==> config.mk <==
export PLATFORM = sky130hd
export DESIGN_NAME = delta_time_stream_merger_flat
export DESIGN_NICKNAME = d
export VERILOG_FILES = /design/src/hdl/dtsm_pkg.sv /design/src/hdl/dtsm_if.sv /design/src/hdl/delta_time_stream_merger.sv /design/src/hdl/dtsm_ram.sv /design/src/hdl/dtsm_ctrl.sv /design/src/flat_wrapper.sv
export SDC_FILE = /design/constraint.sdc
export NUM_CORES = 1
export LEC_CHECK = 0
export BUFFER_PORTS_ARGS = -buffer_cell sky130_fd_sc_hd__buf_4
export CAP_MARGIN = 30
export CORE_MARGIN = 4
export CORE_UTILIZATION = 50
export CTS_CLUSTER_DIAMETER = 40
export DETAILED_ROUTE_END_ITERATION = 10
export GPL_ROUTABILITY_DRIVEN = 1
export PLACE_DENSITY = 0.71
export SLEW_MARGIN = 20
export SYNTH_ARGS = -nofsm -noshare
export SYNTH_HDL_FRONTEND = slang
export SYNTH_SLANG_ARGS = --single-unit
==> constraint.sdc <==
create_clock -name clk -period 12.4 [get_ports clk]
set_input_delay 0.62 -clock clk [delete_from_list [all_inputs] [get_ports clk]]
set_output_delay 0.62 -clock clk [all_outputs]
set_load 0.02 [all_outputs]
==> src/hdl/dtsm_pkg.sv <==
// Shared widths and command codes for the delta-time stream merger.
`timescale 1ns / 1ps
package dtsm_pkg;

	localparam int unsigned STREAM_W = 4;
	localparam int unsigned DELTA_W  = 28;
	localparam int unsigned EVENT_W  = 24;
	localparam int unsigned CFG_W    = 5;

	localparam logic [CFG_W-1:0] STREAMS_RESET = 5'd16;

	typedef enum logic {
		CMD_LOAD = 1'b0,
		CMD_READ = 1'b1
	} cmd_t;

endpackage

==> src/hdl/dtsm_if.sv <==
// Valid/ready channel interfaces for the command and result streams of the merger.
`timescale 1ns / 1ps
interface dtsm_cmd_if;
	logic                             valid;
	logic                             ready;
	dtsm_pkg::cmd_t                   cmd;
	logic [dtsm_pkg::STREAM_W-1:0]    stream_index;
	logic                             slot_has_event;
	logic [dtsm_pkg::DELTA_W-1:0]     delta_in;
	logic [dtsm_pkg::EVENT_W-1:0]     event_in;

	modport source (output valid, cmd, stream_index, slot_has_event, delta_in, event_in,
		input ready);
	modport sink (input valid, cmd, stream_index, slot_has_event, delta_in, event_in,
		output ready);
endinterface

interface dtsm_res_if;
	logic                             valid;
	logic                             ready;
	logic [dtsm_pkg::STREAM_W-1:0]    out_stream;
	logic [dtsm_pkg::DELTA_W-1:0]     out_delta;
	logic [dtsm_pkg::EVENT_W-1:0]     out_event;
	logic                             end_of_streams;

	modport source (output valid, out_stream, out_delta, out_event, end_of_streams,
		input ready);
	modport sink (input valid, out_stream, out_delta, out_event, end_of_streams,
		output ready);
endinterface

==> src/hdl/delta_time_stream_merger.sv <==
// Top level of the delta-time stream merger: configuration register, slot memories and sequencer.
//
//  Channel  Dir  Handshake              Moves
//  cmd_ch   in   valid/ready            load or read command
//  res_ch   out  valid/ready            merged event or end of streams
//  cfg      in   cfg_wr_en, no wait     streams_in_use
//
// A load writes its slot as it is accepted. A read keeps the input busy while the single read
// port of the delta memory is walked over the streams in use, once for the minimum and once
// for the subtract; a read that finds no valid slot skips the subtract. A finished result sits
// in an output register, so the next command is taken while it waits; a later read stalls in
// S_EMIT until that register is free. Reset clears the valid bits at once; no clearing pass is
// needed.
`timescale 1ns / 1ps
module delta_time_stream_merger #(
	parameter int unsigned SLOTS      = 16,
	parameter int unsigned DELTA_BITS = 28
) (
	input  logic                         clk,
	input  logic                         arst_n,
	dtsm_cmd_if.sink                     cmd_ch,
	dtsm_res_if.source                   res_ch,
	input  logic                         cfg_wr_en,
	input  logic [dtsm_pkg::CFG_W-1:0]   cfg_wr_data
);

	import dtsm_pkg::*;

	localparam int unsigned IDX_W = $clog2(SLOTS);

	logic [CFG_W-1:0]      streams_q;
	logic                  d_we;
	logic [IDX_W-1:0]      d_waddr;
	logic [DELTA_BITS-1:0] d_wdata;
	logic                  d_re;
	logic [IDX_W-1:0]      d_raddr;
	logic [DELTA_BITS-1:0] d_rdata;
	logic                  e_we;
	logic [IDX_W-1:0]      e_waddr;
	logic [EVENT_W-1:0]    e_wdata;
	logic                  e_re;
	logic [IDX_W-1:0]      e_raddr;
	logic [EVENT_W-1:0]    e_rdata;

	always_ff @(posedge clk or negedge arst_n) begin
		if (!arst_n) begin
			streams_q <= STREAMS_RESET;
		end else if (cfg_wr_en) begin
			streams_q <= cfg_wr_data;
		end
	end

	dtsm_ram #(
		.WIDTH (DELTA_BITS),
		.DEPTH (SLOTS)
	) u_delta_ram (
		.clk   (clk),
		.we    (d_we),
		.waddr (d_waddr),
		.wdata (d_wdata),
		.re    (d_re),
		.raddr (d_raddr),
		.rdata (d_rdata)
	);

	dtsm_ram #(
		.WIDTH (EVENT_W),
		.DEPTH (SLOTS)
	) u_event_ram (
		.clk   (clk),
		.we    (e_we),
		.waddr (e_waddr),
		.wdata (e_wdata),
		.re    (e_re),
		.raddr (e_raddr),
		.rdata (e_rdata)
	);

	dtsm_ctrl #(
		.SLOTS      (SLOTS),
		.DELTA_BITS (DELTA_BITS)
	) u_ctrl (
		.clk            (clk),
		.arst_n         (arst_n),
		.cmd_ch         (cmd_ch),
		.res_ch         (res_ch),
		.streams_in_use (streams_q),
		.d_we           (d_we),
		.d_waddr        (d_waddr),
		.d_wdata        (d_wdata),
		.d_re           (d_re),
		.d_raddr        (d_raddr),
		.d_rdata        (d_rdata),
		.e_we           (e_we),
		.e_waddr        (e_waddr),
		.e_wdata        (e_wdata),
		.e_re           (e_re),
		.e_raddr        (e_raddr),
		.e_rdata        (e_rdata)
	);

endmodule

==> src/hdl/dtsm_ram.sv <==
// Simple dual-port synchronous RAM with one registered read port.
`timescale 1ns / 1ps
module dtsm_ram #(
	parameter int unsigned WIDTH = 28,
	parameter int unsigned DEPTH = 16
) (
	input  logic                     clk,
	input  logic                     we,
	input  logic [$clog2(DEPTH)-1:0] waddr,
	input  logic [WIDTH-1:0]         wdata,
	input  logic                     re,
	input  logic [$clog2(DEPTH)-1:0] raddr,
	output logic [WIDTH-1:0]         rdata
);

	logic [WIDTH-1:0] mem [DEPTH];
	logic [WIDTH-1:0] rdata_q;

	always_ff @(posedge clk) begin
		if (we) begin
			mem[waddr] <= wdata;
		end
	end

	always_ff @(posedge clk) begin
		if (re) begin
			rdata_q <= mem[raddr];
		end
	end

	assign rdata = rdata_q;

endmodule

==> src/hdl/dtsm_ctrl.sv <==
// Sequencer that loads slots, runs the minimum search and subtract passes, and holds the result.
`timescale 1ns / 1ps
module dtsm_ctrl #(
	parameter int unsigned SLOTS      = 16,
	parameter int unsigned DELTA_BITS = 28
) (
	input  logic                             clk,
	input  logic                             arst_n,
	dtsm_cmd_if.sink                         cmd_ch,
	dtsm_res_if.source                       res_ch,
	input  logic [dtsm_pkg::CFG_W-1:0]       streams_in_use,
	output logic                             d_we,
	output logic [$clog2(SLOTS)-1:0]         d_waddr,
	output logic [DELTA_BITS-1:0]            d_wdata,
	output logic                             d_re,
	output logic [$clog2(SLOTS)-1:0]         d_raddr,
	input  logic [DELTA_BITS-1:0]            d_rdata,
	output logic                             e_we,
	output logic [$clog2(SLOTS)-1:0]         e_waddr,
	output logic [dtsm_pkg::EVENT_W-1:0]     e_wdata,
	output logic                             e_re,
	output logic [$clog2(SLOTS)-1:0]         e_raddr,
	input  logic [dtsm_pkg::EVENT_W-1:0]     e_rdata
);

	import dtsm_pkg::*;

	localparam int unsigned IDX_W = $clog2(SLOTS);
	localparam int unsigned CNT_W = $clog2(SLOTS + 1);

	typedef enum logic [3:0] {
		S_IDLE = 4'b0001,
		S_SCAN = 4'b0010,
		S_SUB  = 4'b0100,
		S_EMIT = 4'b1000
	} state_t;

	state_t                  state_q;
	logic [SLOTS-1:0]        valid_q;
	logic [CNT_W-1:0]        n_q;
	logic [CNT_W-1:0]        ptr_q;
	logic [IDX_W-1:0]        best_q;
	logic [DELTA_BITS-1:0]   dmin_q;
	logic                    found_q;
	logic                    rd_vld_s1;
	logic [IDX_W-1:0]        rd_idx_s1;

	logic                    out_valid_q;
	logic [STREAM_W-1:0]     out_stream_q;
	logic [DELTA_W-1:0]      out_delta_q;
	logic [EVENT_W-1:0]      out_event_q;
	logic                    out_eos_q;

	logic                    accept;
	logic                    load_ok;
	logic [IDX_W-1:0]        load_idx;
	logic [CNT_W-1:0]        n_next;
	logic                    walking;
	logic                    issue;
	logic                    pass_done;
	logic                    take;
	logic                    scan_better;
	logic                    sub_wr;
	logic                    out_load;

	assign cmd_ch.ready = (state_q == S_IDLE);
	assign accept       = cmd_ch.valid && cmd_ch.ready;
	assign load_ok      = accept && (cmd_ch.cmd == CMD_LOAD)
		&& (32'(cmd_ch.stream_index) < 32'(SLOTS));
	assign load_idx     = IDX_W'(cmd_ch.stream_index);
	assign n_next       = (32'(streams_in_use) > 32'(SLOTS)) ? CNT_W'(SLOTS)
		: CNT_W'(streams_in_use);

	assign walking     = (state_q == S_SCAN) || (state_q == S_SUB);
	assign issue       = walking && (ptr_q < n_q);
	assign pass_done   = walking && !issue && !rd_vld_s1;
	assign take        = rd_vld_s1 && valid_q[rd_idx_s1];
	assign scan_better = (state_q == S_SCAN) && take && (!found_q || (d_rdata < dmin_q));
	assign sub_wr      = (state_q == S_SUB) && take && (rd_idx_s1 != best_q);
	assign out_load    = (state_q == S_EMIT) && (!out_valid_q || res_ch.ready);

	always_comb begin
		d_re    = issue;
		d_raddr = ptr_q[IDX_W-1:0];
		d_we    = sub_wr || (load_ok && cmd_ch.slot_has_event);
		d_waddr = (state_q == S_SUB) ? rd_idx_s1 : load_idx;
		d_wdata = (state_q == S_SUB) ? (d_rdata - dmin_q) : DELTA_BITS'(cmd_ch.delta_in);
		e_we    = load_ok && cmd_ch.slot_has_event;
		e_waddr = load_idx;
		e_wdata = cmd_ch.event_in;
		e_re    = (state_q == S_SCAN) && pass_done && found_q;
		e_raddr = best_q;
	end

	always_ff @(posedge clk or negedge arst_n) begin
		if (!arst_n) begin
			state_q     <= S_IDLE;
			valid_q     <= '0;
			n_q         <= '0;
			ptr_q       <= '0;
			best_q      <= '0;
			found_q     <= 1'b0;
			rd_vld_s1   <= 1'b0;
			out_valid_q <= 1'b0;
		end else begin
			rd_vld_s1 <= issue;
			if (issue) begin
				ptr_q <= ptr_q + CNT_W'(1);
			end
			if (scan_better) begin
				best_q  <= rd_idx_s1;
				found_q <= 1'b1;
			end
			if (out_load) begin
				out_valid_q <= 1'b1;
			end else if (res_ch.valid && res_ch.ready) begin
				out_valid_q <= 1'b0;
			end
			case (state_q)
				S_IDLE: begin
					if (load_ok) begin
						valid_q[load_idx] <= cmd_ch.slot_has_event;
					end
					if (accept && (cmd_ch.cmd == CMD_READ)) begin
						n_q     <= n_next;
						ptr_q   <= '0;
						found_q <= 1'b0;
						state_q <= S_SCAN;
					end
				end
				S_SCAN: begin
					if (pass_done) begin
						ptr_q   <= '0;
						state_q <= found_q ? S_SUB : S_EMIT;
					end
				end
				S_SUB: begin
					if (pass_done) begin
						state_q <= S_EMIT;
					end
				end
				S_EMIT: begin
					if (out_load) begin
						if (found_q) begin
							valid_q[best_q] <= 1'b0;
						end
						state_q <= S_IDLE;
					end
				end
				default: begin
					state_q <= S_IDLE;
				end
			endcase
		end
	end

	always_ff @(posedge clk) begin
		if (scan_better) begin
			dmin_q <= d_rdata;
		end
		rd_idx_s1 <= ptr_q[IDX_W-1:0];
		if (out_load) begin
			out_stream_q <= found_q ? STREAM_W'(best_q) : '0;
			out_delta_q  <= found_q ? DELTA_W'(dmin_q) : '0;
			out_event_q  <= found_q ? e_rdata : '0;
			out_eos_q    <= !found_q;
		end
	end

	assign res_ch.valid          = out_valid_q;
	assign res_ch.out_stream     = out_stream_q;
	assign res_ch.out_delta      = out_delta_q;
	assign res_ch.out_event      = out_event_q;
	assign res_ch.end_of_streams = out_eos_q;

	a_sub_skips_best: assert property (@(posedge clk) disable iff (!arst_n)
		(state_q == S_SUB) && d_we |-> (d_waddr != best_q))
		else $error("Subtract pass wrote back the selected slot.");

	a_emit_best_valid: assert property (@(posedge clk) disable iff (!arst_n)
		(state_q == S_EMIT) && found_q |-> valid_q[best_q])
		else $error("Selected slot is not valid at emission.");

	a_best_in_range: assert property (@(posedge clk) disable iff (!arst_n)
		(state_q == S_SUB) |-> (CNT_W'(best_q) < n_q))
		else $error("Selected slot lies outside the streams in use.");

	a_read_only_walking: assert property (@(posedge clk) disable iff (!arst_n)
		rd_vld_s1 |-> ((state_q == S_SCAN) || (state_q == S_SUB)))
		else $error("Delta memory read returned outside a pass.");

	a_emit_after_scan: assert property (@(posedge clk) disable iff (!arst_n)
		$rose(state_q == S_EMIT) |-> ($past(state_q) == S_SUB) || !found_q)
		else $error("Event emitted without a subtract pass.");

endmodule

==> src/flat_wrapper.sv <==
// flat-port wrapper written by rule: the top's interface ports become plain ports
module delta_time_stream_merger_flat import dtsm_pkg::*;
#(
	parameter int unsigned SLOTS      = 16,
	parameter int unsigned DELTA_BITS = 28
)
  (clk, arst_n, cfg_wr_en, cfg_wr_data, cmd_ch_valid, cmd_ch_cmd, cmd_ch_stream_index, cmd_ch_slot_has_event, cmd_ch_delta_in, cmd_ch_event_in, cmd_ch_ready, res_ch_valid, res_ch_out_stream, res_ch_out_delta, res_ch_out_event, res_ch_end_of_streams, res_ch_ready);
  dtsm_cmd_if cmd_ch_i ();
  dtsm_res_if res_ch_i ();
  input  logic clk;
  input  logic arst_n;
  input  logic cfg_wr_en;
  input  logic [dtsm_pkg::CFG_W-1:0] cfg_wr_data;
  input wire logic [$bits(cmd_ch_i.valid)-1:0] cmd_ch_valid;
  input wire logic [$bits(cmd_ch_i.cmd)-1:0] cmd_ch_cmd;
  input wire logic [$bits(cmd_ch_i.stream_index)-1:0] cmd_ch_stream_index;
  input wire logic [$bits(cmd_ch_i.slot_has_event)-1:0] cmd_ch_slot_has_event;
  input wire logic [$bits(cmd_ch_i.delta_in)-1:0] cmd_ch_delta_in;
  input wire logic [$bits(cmd_ch_i.event_in)-1:0] cmd_ch_event_in;
  output wire logic [$bits(cmd_ch_i.ready)-1:0] cmd_ch_ready;
  output wire logic [$bits(res_ch_i.valid)-1:0] res_ch_valid;
  output wire logic [$bits(res_ch_i.out_stream)-1:0] res_ch_out_stream;
  output wire logic [$bits(res_ch_i.out_delta)-1:0] res_ch_out_delta;
  output wire logic [$bits(res_ch_i.out_event)-1:0] res_ch_out_event;
  output wire logic [$bits(res_ch_i.end_of_streams)-1:0] res_ch_end_of_streams;
  input wire logic [$bits(res_ch_i.ready)-1:0] res_ch_ready;
  assign cmd_ch_i.valid = cmd_ch_valid;
  assign cmd_ch_i.cmd = cmd_ch_cmd;
  assign cmd_ch_i.stream_index = cmd_ch_stream_index;
  assign cmd_ch_i.slot_has_event = cmd_ch_slot_has_event;
  assign cmd_ch_i.delta_in = cmd_ch_delta_in;
  assign cmd_ch_i.event_in = cmd_ch_event_in;
  assign cmd_ch_ready = cmd_ch_i.ready;
  assign res_ch_valid = res_ch_i.valid;
  assign res_ch_out_stream = res_ch_i.out_stream;
  assign res_ch_out_delta = res_ch_i.out_delta;
  assign res_ch_out_event = res_ch_i.out_event;
  assign res_ch_end_of_streams = res_ch_i.end_of_streams;
  assign res_ch_i.ready = res_ch_ready;
  delta_time_stream_merger #(.SLOTS(SLOTS), .DELTA_BITS(DELTA_BITS)) u_core (.clk(clk), .arst_n(arst_n), .cmd_ch(cmd_ch_i), .res_ch(res_ch_i), .cfg_wr_en(cfg_wr_en), .cfg_wr_data(cfg_wr_data));
endmodule
==> summary.txt, run 1 <==
Synthesis
  – Post-Syn Instances: 2,161
  – Synth cell types: 66
  – Mapped Area: 0.0403 mm2
  – Syn Nets: 2,263
  – Mean Syn Cell Area: 18.7 um2
  – Ys flop type: edfxtp_1
  – Post-synthesis sequential area ratio: 75.0%
  – Seq cells post-synth: 1,015
  – Fraction of registers with async set/reset: 4.14%
  – Post-synth EDFFs: 969
  – Synth Warn #: 0

Clock network
  – Resized Gates After CTS: 0
  – # clock sinks: 1,015
  – CTS tree: done
  – Worst-case clock buffer depth: 3
  – Total CTS buffers: 116
  – Worst-path clk slew: 0.06 ns
  – Root buf cell: clkbuf_16
  – Clk_lat worst skew: 0.70 ns
  – H-tree levels: 3

Cells and area
  – Design Area, Final: 0.0469 mm2
  – Most frequent cells in the layout: edfxtp_1, buf_4, mux4_2
  – NumNets Final: 2,462
  – Diode count: 0
  – Fillers: 5,543
  – Non-filler instance count after layout: 3,509
  – Area growth, synth to finish: 16.4%
  – Layout cells sized above 1: 26.4%
  – Commonest non-fill, non-tap cell in the layout: edfxtp_1

Route
  – WL final: 92.6 mm
  – Drt via density: 6.04
  – Initial drt markers: 2,074
  – Via count: 21,198
  – DR pass1 iterations: 6
  – Drc violations: 0
  – Routed Antenna Nets: 0
  – WL/cell: 26.4 um

Status
  – Run status: completed

STA
  – RSZ-0062 raised after global routing: no
  – Final period util: 34.0%
  – Setup ws final: 8.19 ns
  – Clk_skew: 0.0593 ns
  – TNS Setup: 0 ns
  – Max Clk Rate: 237 MHz
  – Fin. Hold Viols: 0
  – Worst Max-Slew Pin Slew: 1.08 ns
  – Final Setup Violations: 0
  – Tmin final: 4.21 ns
  – Final slew viol count: 0
  – Worst relative slew slack: 28.0%

Worst setup path
  – CP required: 12.67 ns
  – Max FO, Critical Path: 28
  – CP Launch Type: flop
  – Critical-path top delay cell: nor2_4
  – Critical Path End Type: flop
  – Critical Path, Cell by Cell: nor4b_1 -> nand2_1 -> nor2_2 -> nand2_2 -> nand2_1 -> nand2_1 -> nor2_4
  – FF-to-FF Start: u_core.u_ctrl.state_q[0]$_DFFE_PN1P_
  – CP most frequent cell: nand2_1
  – Worst setup path class: flop to flop
  – R2r setup slk: 8.19 ns
  – Worst endpoint data arrival time: 4.48 ns
  – FF-to-FF End: u_core.u_delta_ram.mem[8][12]$_DFFE_PP_
  – Critical Path Max Stage Delay: 0.81 ns
  – Reg2reg path depth: 7

Job
  – Max_cap viols: 0

Worst hold path
  – Hold_sp: cfg_wr_data[3]
  – Hold depth: 2
  – Hold crit path type: input pin to flop
  – Endpoint of the worst hold path: u_core.streams_q[3]$_DFFE_PN0P_

Placed design
  – DP Worst Slack: 8.26 ns
  – Hpwl dp: 54.3 mm
  – Port Buf Inserts: 126
  – Cell Area, Placed: 0.0429 mm2
  – RD Place Congestion: 0.848
  – Cell total after placement: 3,288

Global route
  – Gr usage total: 21.5%
  – Grt ovf: 0
  – Vias in the first global route: 21,749
  – First-pass GRT wire length: 138 mm
  – Initial antenna violation count: 1
  – Largest net degree at the start of global routing: 135

Die
  – Area of the die: 0.0852 mm2
  – Row count: 103
  – Chip Width: 292 um
  – Die height: 292 um
  – I/O pin count: 127
  – Total core area: 0.0795 mm2
  – Starting Density: 50.7%

Pwr
  – Power per Cell Area: 173 mW/mm2
  – Leakage Power: 0.0153 uW
  – VDD IR-drop max: 0.000177 V
==> logic make-up after synthesis <==
family / Yosys count / share of synthesized area [%]
buf+inv: 157 / 1.55
mux: 304 / 13.3
xor+xnor: 30 / 0.652
fa+ha+maj: 34 / 1.07
compound gates: 303 / 4.78
simple gates: 318 / 3.64
flops: 1015 / 75.0
==> layer usage <==
metal	GRT usage [%]	up-vias	share of wire, %
met5	0	-	0.014
met3	3.75	161	7.0
met2	35.4	942	50
met4	6.64	2	3.0
li1	-	9105	-
met1	29.8	10988	40
==> critical path, delay by kind of cell (launching register included) <==
family,cells,cell delay [ns]
flip-flops,1,0.53
AND/OR/NAND/NOR,7,3.28
==> layout make-up <==
cell class / instances / area [um2] / share of cell area [%]
Timing Repair Buffer: 197 / 1600 / 3.42
Sequential cell: 1015 / 30200 / 64.4
Inverter: 41 / 154 / 0.328
Multi-Input combinational cell: 989 / 9660 / 20.6
Clock buffer: 123 / 2930 / 6.24
Tap cell: 1050 / 1310 / 2.80
Clock inverter: 94 / 1020 / 2.18
==> cells in the mapped netlist, types with 16 or more instances <==
master	n	area, um2
a221oi_1	28	245
xor2_1	16	140
a22oi_1	28	210
mux2i_1	93	931
ha_1	33	413
clkbuf_1	79	297
nand2_1	116	435
mux2_2	26	293
nor2_1	92	345
buf_2	21	105
o21ai_0	84	420
mux4_2	178	4010
inv_1	41	154
a21oi_1	79	395
dfrtp_1	40	1000
and2_1	31	194
nand3_1	17	85.1
edfxtp_1	969	29100
==> metrics by stage <==
stage	hold WS, ns	util, %	power [uW]
6_report	0.212	59.0	8140
5_1_grt	0.189	59.0	8410
4_1_cts	0.175	59.0	8190
3_5_place_dp	0.442	54.0	4810
3_3_place_gp	0.438	53.8	4780
2_1_floorplan	0.324	-	4570
==> registers in the layout, indices dropped and copies added (netlist names), 5 cells and up <==
name	cells
u_core.u_delta_ram.mem	448
u_core.u_ctrl.res_ch.out_delta	28
u_core.u_event_ram.rdata	24
u_core.u_delta_ram.rdata	28
u_core.u_ctrl.ptr_q	5
u_core.streams_q	5
u_core.u_ctrl.dmin_q	28
u_core.u_ctrl.n_q	5
u_core.u_ctrl.res_ch.out_event	24
u_core.u_ctrl.valid_q	16
u_core.u_event_ram.mem	384
==> worst max-delay path by stage <==
stage	from	to	cells after the start
after floorplan	u_core.u_ctrl.state_q[2]$_DFFE_PN0P_	u_core.u_ctrl.valid_q[11]$_DFFE_PN0P_	6
after global placement	u_core.u_delta_ram.rdata[0]$_DFFE_PN_	u_core.u_ctrl.dmin_q[5]$_DFFE_PP_	12
after detailed placement	u_core.u_ctrl.state_q[0]$_DFFE_PN1P_	u_core.u_delta_ram.mem[9][2]$_DFFE_PP_	7
after CTS	u_core.u_ctrl.state_q[0]$_DFFE_PN1P_	u_core.u_delta_ram.mem[12][9]$_DFFE_PP_	7
after global routing	u_core.u_ctrl.state_q[0]$_DFFE_PN1P_	u_core.u_delta_ram.mem[12][8]$_DFFE_PP_	7
final	u_core.u_ctrl.state_q[0]$_DFFE_PN1P_	u_core.u_delta_ram.mem[8][12]$_DFFE_PP_	7
==> report_power, final <==
group          total, uW  switching [uW]  internal [uW]
combinational        827             437            390
sequential          3910            71.6           3840
clock               3400            1410           2000
total               8140            1920           6220
==> what timing repair did <==
action / CTS / global route
buffers inserted: 0 / 0
hold buffers: 1 / 0
hold endpoints to repair: 40 / 0
No activity file was read; power rests on OpenSTA's default activity.
==> run 2, diff against run 1 <==
--- a/config.mk
+++ b/config.mk
@@ -5,6 +5,7 @@
 export SDC_FILE = /design/constraint.sdc
 export NUM_CORES = 1
 export LEC_CHECK = 0
+export ABC_AREA = 1
 export BUFFER_PORTS_ARGS = -buffer_cell sky130_fd_sc_hd__buf_4
 export CAP_MARGIN = 30
 export CORE_MARGIN = 4
==> constraint.sdc (replaced) <==
create_clock -name clk -period 4.3 [get_ports clk]
set_input_delay 0.215 -clock clk [delete_from_list [all_inputs] [get_ports clk]]
set_output_delay 0.215 -clock clk [all_outputs]
set_load 0.02 [all_outputs]
==> run 2 against run 1 <==
Net effect: total power grew to 3.1 times the previous value; sequential share of layout area is 2.0 points lower; design area is 3.1% higher; maximum frequency is 36% higher; register-to-register slack worse by 7.0 ns; sequential power grew to 2.9 times the previous value; worst hold slack worse by 0.15 ns; non-clock buffer count is 47 higher; count of clock-buffer cells in the layout is 9 higher; die area is 1.7% higher; global-route usage is 2.6 points higher; core utilization is 0.78 points higher; critical endpoint is now u_core.u_ctrl.dmin_q[15]$_DFFE_PP_; largest power group unchanged; highest routed layer unchanged.
==> summary.txt, run 2 <==
Global route
  – First-pass GRT wire length: 158 mm
  – GR peak layer: met2
  – GR Util met1: 34.9%
  – Gr usage total: 24.1%
  – Largest net degree at the start of global routing: 106
  – Vias in the first global route: 25,912
  – Met3 Track Usage GR: 3.86%
  – Initial antenna violation count: 5
  – Met2 Usage GRT: 38.3%
  – Grt ovf: 0

Worst setup path
  – Critical Path End Type: flop
  – Worst setup path class: flop to flop
  – Max FO, Critical Path: 28
  – Crit path from: u_core.u_delta_ram.rdata[0]$_DFFE_PN_
  – Worst endpoint data arrival time: 3.41 ns
  – CP required: 4.60 ns
  – FF-to-FF Start: u_core.u_delta_ram.rdata[0]$_DFFE_PN_
  – CP Launch Type: flop

Cells and area
  – Top flop regs: u_core.u_delta_ram.mem x448, u_core.u_event_ram.mem x384
  – Largest Register: u_core.u_delta_ram.mem
  – NumNets Final: 3,543
  – Final Core Density: 59.8%
  – Max reg flops: 448
  – Diode count: 0
  – Most frequent cells in the layout: edfxtp_1, nand2_1, inv_1
  – Commonest non-fill, non-tap cell in the layout: edfxtp_1
  – Area growth, synth to finish: 18.0%
  – Layout cells sized above 1: 13.7%

STA
  – Clk_skew: 0.0646 ns
  – RSZ-0062 raised after global routing: no
  – Final slew viol count: 0
  – Final Setup Violations: 0
  – Worst relative slew slack: 31.2%
  – Worst Max-Slew Pin Slew: 1.03 ns
  – TNS Setup: 0 ns
  – Max Clk Rate: 322 MHz
  – Final period util: 72.3%
  – Fin. Hold Viols: 0
  – Tmin final: 3.11 ns

Clock network
  – H-tree levels: 3
  – # Post-CTS Setup Buffers: 0
  – CTS tree: done
  – # clock sinks: 1,015
  – Clk_lat worst skew: 0.71 ns
  – Worst-case clock buffer depth: 3
  – Total CTS buffers: 116
  – Root buf cell: clkbuf_16
  – Resized Gates After CTS: 0
  – Worst-path clk slew: 0.07 ns
  – # hold bufs at CTS: 41

Synthesis
  – Mapped Area: 0.0410 mm2
  – Synth cell types: 51
  – Post-Syn Instances: 3,234
  – Cell taking the most area after synthesis: edfxtp_1
  – Synth Warn #: 0
  – Share of the synthesized area in the top cell type: 70.9%
  – Most common cell in the netlist: edfxtp_1
  – Commonest cells post-synth: edfxtp_1, nand2_1, inv_1
  – Seq cells post-synth: 1,015
  – Mean Syn Cell Area: 12.7 um2
  – Fraction of registers with async set/reset: 4.14%
  – Ys flop type: edfxtp_1
  – Largest cells by area after synthesis: edfxtp_1, nand2_1, a22oi_1
  – Post-synthesis sequential area ratio: 73.7%
  – Syn Nets: 3,336
  – Post-synth EDFFs: 969

Pwr
  – Leakage Power: 0.0178 uW
  – Psw: 6460 uW
  – Power Internal: 18,400 uW
  – Power per Cell Area: 513 mW/mm2
  – Total power: 24,800 uW
  – Sw frac: 26.0%
  – Flop pwr share: 45.6%
  – Clock power share: 42.0%
  – VDD IR-drop max: 0.000333 V
  – Comb power frac: 12.4%

Route
  – WL final: 106 mm
  – Drc violations: 0
  – DR pass1 iterations: 6
  – Initial drt markers: 3,338
  – Routed Antenna Nets: 0
  – Via count: 26,816
  – Drt via density: 5.83
  – WL/cell: 23.1 um

Status
  – Run status: completed

Placed design
  – Port Buf Inserts: 126
  – RD Place Congestion: 0.900
  – Hpwl dp: 62.2 mm

Die
  – Starting Density: 50.7%
  – Die height: 294 um
  – Area of the die: 0.0867 mm2
  – Chip Width: 294 um
  – I/O pin count: 127
  – Total core area: 0.0809 mm2
  – Row count: 104

Job
  – Max_cap viols: 0

Worst hold path
  – Hold_sp: cmd_ch_delta_in[0]
  – Hold crit path type: input pin to flop
-- run 2: cell count changes in the layout (fill, tap and decap cells not counted), moves of 21 or more --
cell / previous run / this run
nand2_1: 115 / 759
nand4_1: 8 / 49
nor2_1: 61 / 174
nor2_4: 16 / 37
mux4_2: 178 / 0
a22oi_1: 28 / 192
nand3_1: 17 / 115
dlygate4sd3_1: 1 / 41
inv_1: 40 / 228
o22ai_1: 11 / 55
and2_1: 31 / 1
o21ai_0: 79 / 168
mux2i_1: 93 / 0
mux2_2: 26 / 1
-- run 2: cell type report --
| class | instances | area, um2 |
|---|---|---|
| tap | 1060 | 1330 |
| clock inverter | 83 | 1190 |
| multi-input combinational | 1822 | 9460 |
| clock buffer | 132 | 2980 |
| inverter | 242 | 918 |
| fill | 6071 | 32500 |
| sequential | 1015 | 30200 |
| timing repair buffer | 244 | 2280 |
-- run 2: metrics by stage --
stage / setup WS (ns) / cells / hold slack, ns / instance area, um2
4_1_cts: 1.18 / 4591 / 0.0190 / 48200
3_3_place_gp: 1.29 / 4327 / 0.241 / 43400
5_1_grt: 0.986 / 4598 / 0.0965 / 48400
2_1_floorplan: 0.344 / 3234 / -0.0806 / 41000
6_report: 1.19 / 4598 / 0.0645 / 48400
3_5_place_dp: 1.21 / 4335 / 0.249 / 43600
-- run 2: power by group through the flow --
stage / clock, uW / combinational (uW) / sequential, uW
after floorplan: 0 / 1980 / 11500
after global placement: 0 / 2920 / 11500
after CTS: 10500 / 3050 / 11300
after global routing: 11000 / 3410 / 11400
after detailed placement: 0 / 2970 / 11500
final: 10400 / 3080 / 11300
-- run 2: worst paths after layout --
check                                                         end  slack (ns)  depth (start not counted)
min in group asynchronous       u_core.u_ctrl.rd_vld_s1$_DFF_PN0_        0.12                          2
max reg2reg                    u_core.u_ctrl.dmin_q[15]$_DFFE_PP_        1.19                         14
min                        u_core.u_delta_ram.mem[5][0]$_DFFE_PP_        0.06                          4
max                            u_core.u_ctrl.dmin_q[15]$_DFFE_PP_        1.19                         14
max in group asynchronous        u_core.u_ctrl.ptr_q[0]$_DFF_PN0_        3.73                          2
min reg2reg                    u_core.u_ctrl.rd_idx_s1[3]$_DFF_P_        0.41                          0
-- run 2: cell families after synthesis --
| logic type | count (synthesis) | synth area share [%] |
|---|---|---|
| AO/OA/AOI/OAI | 606 | 9.39 |
| XOR/XNOR | 8 | 0.171 |
| adder cells (fa/ha/maj) | 34 | 1.06 |
| buffers and inverters | 397 | 3.91 |
| flip-flops | 1015 | 73.7 |
| multiplexers | 1 | 0.0274 |
| AND/OR/NAND/NOR | 1173 | 11.8 |
-- run 2: metal layers --
layer  vias up  part of all wire [%]
met5         -                 0.039
met4         6                   2.6
met1     13007                    40
li1      12110                     -
met3       207                    10
met2      1486                    47
-- run 2: critical path, cell delays in order (launching register included) --
cell and delay (ns):
edfxtp_1 0.38, inv_1 0.07, ha_1 0.13, inv_1 0.07, fa_1 0.45, nand3_1 0.10, nand3_1 0.16, nand3_1 0.11
nand3_1 0.15, nand2_1 0.10, nand2_1 0.10, nand2_1 0.22, nand2_1 0.17, inv_1 0.09, buf_4 0.38
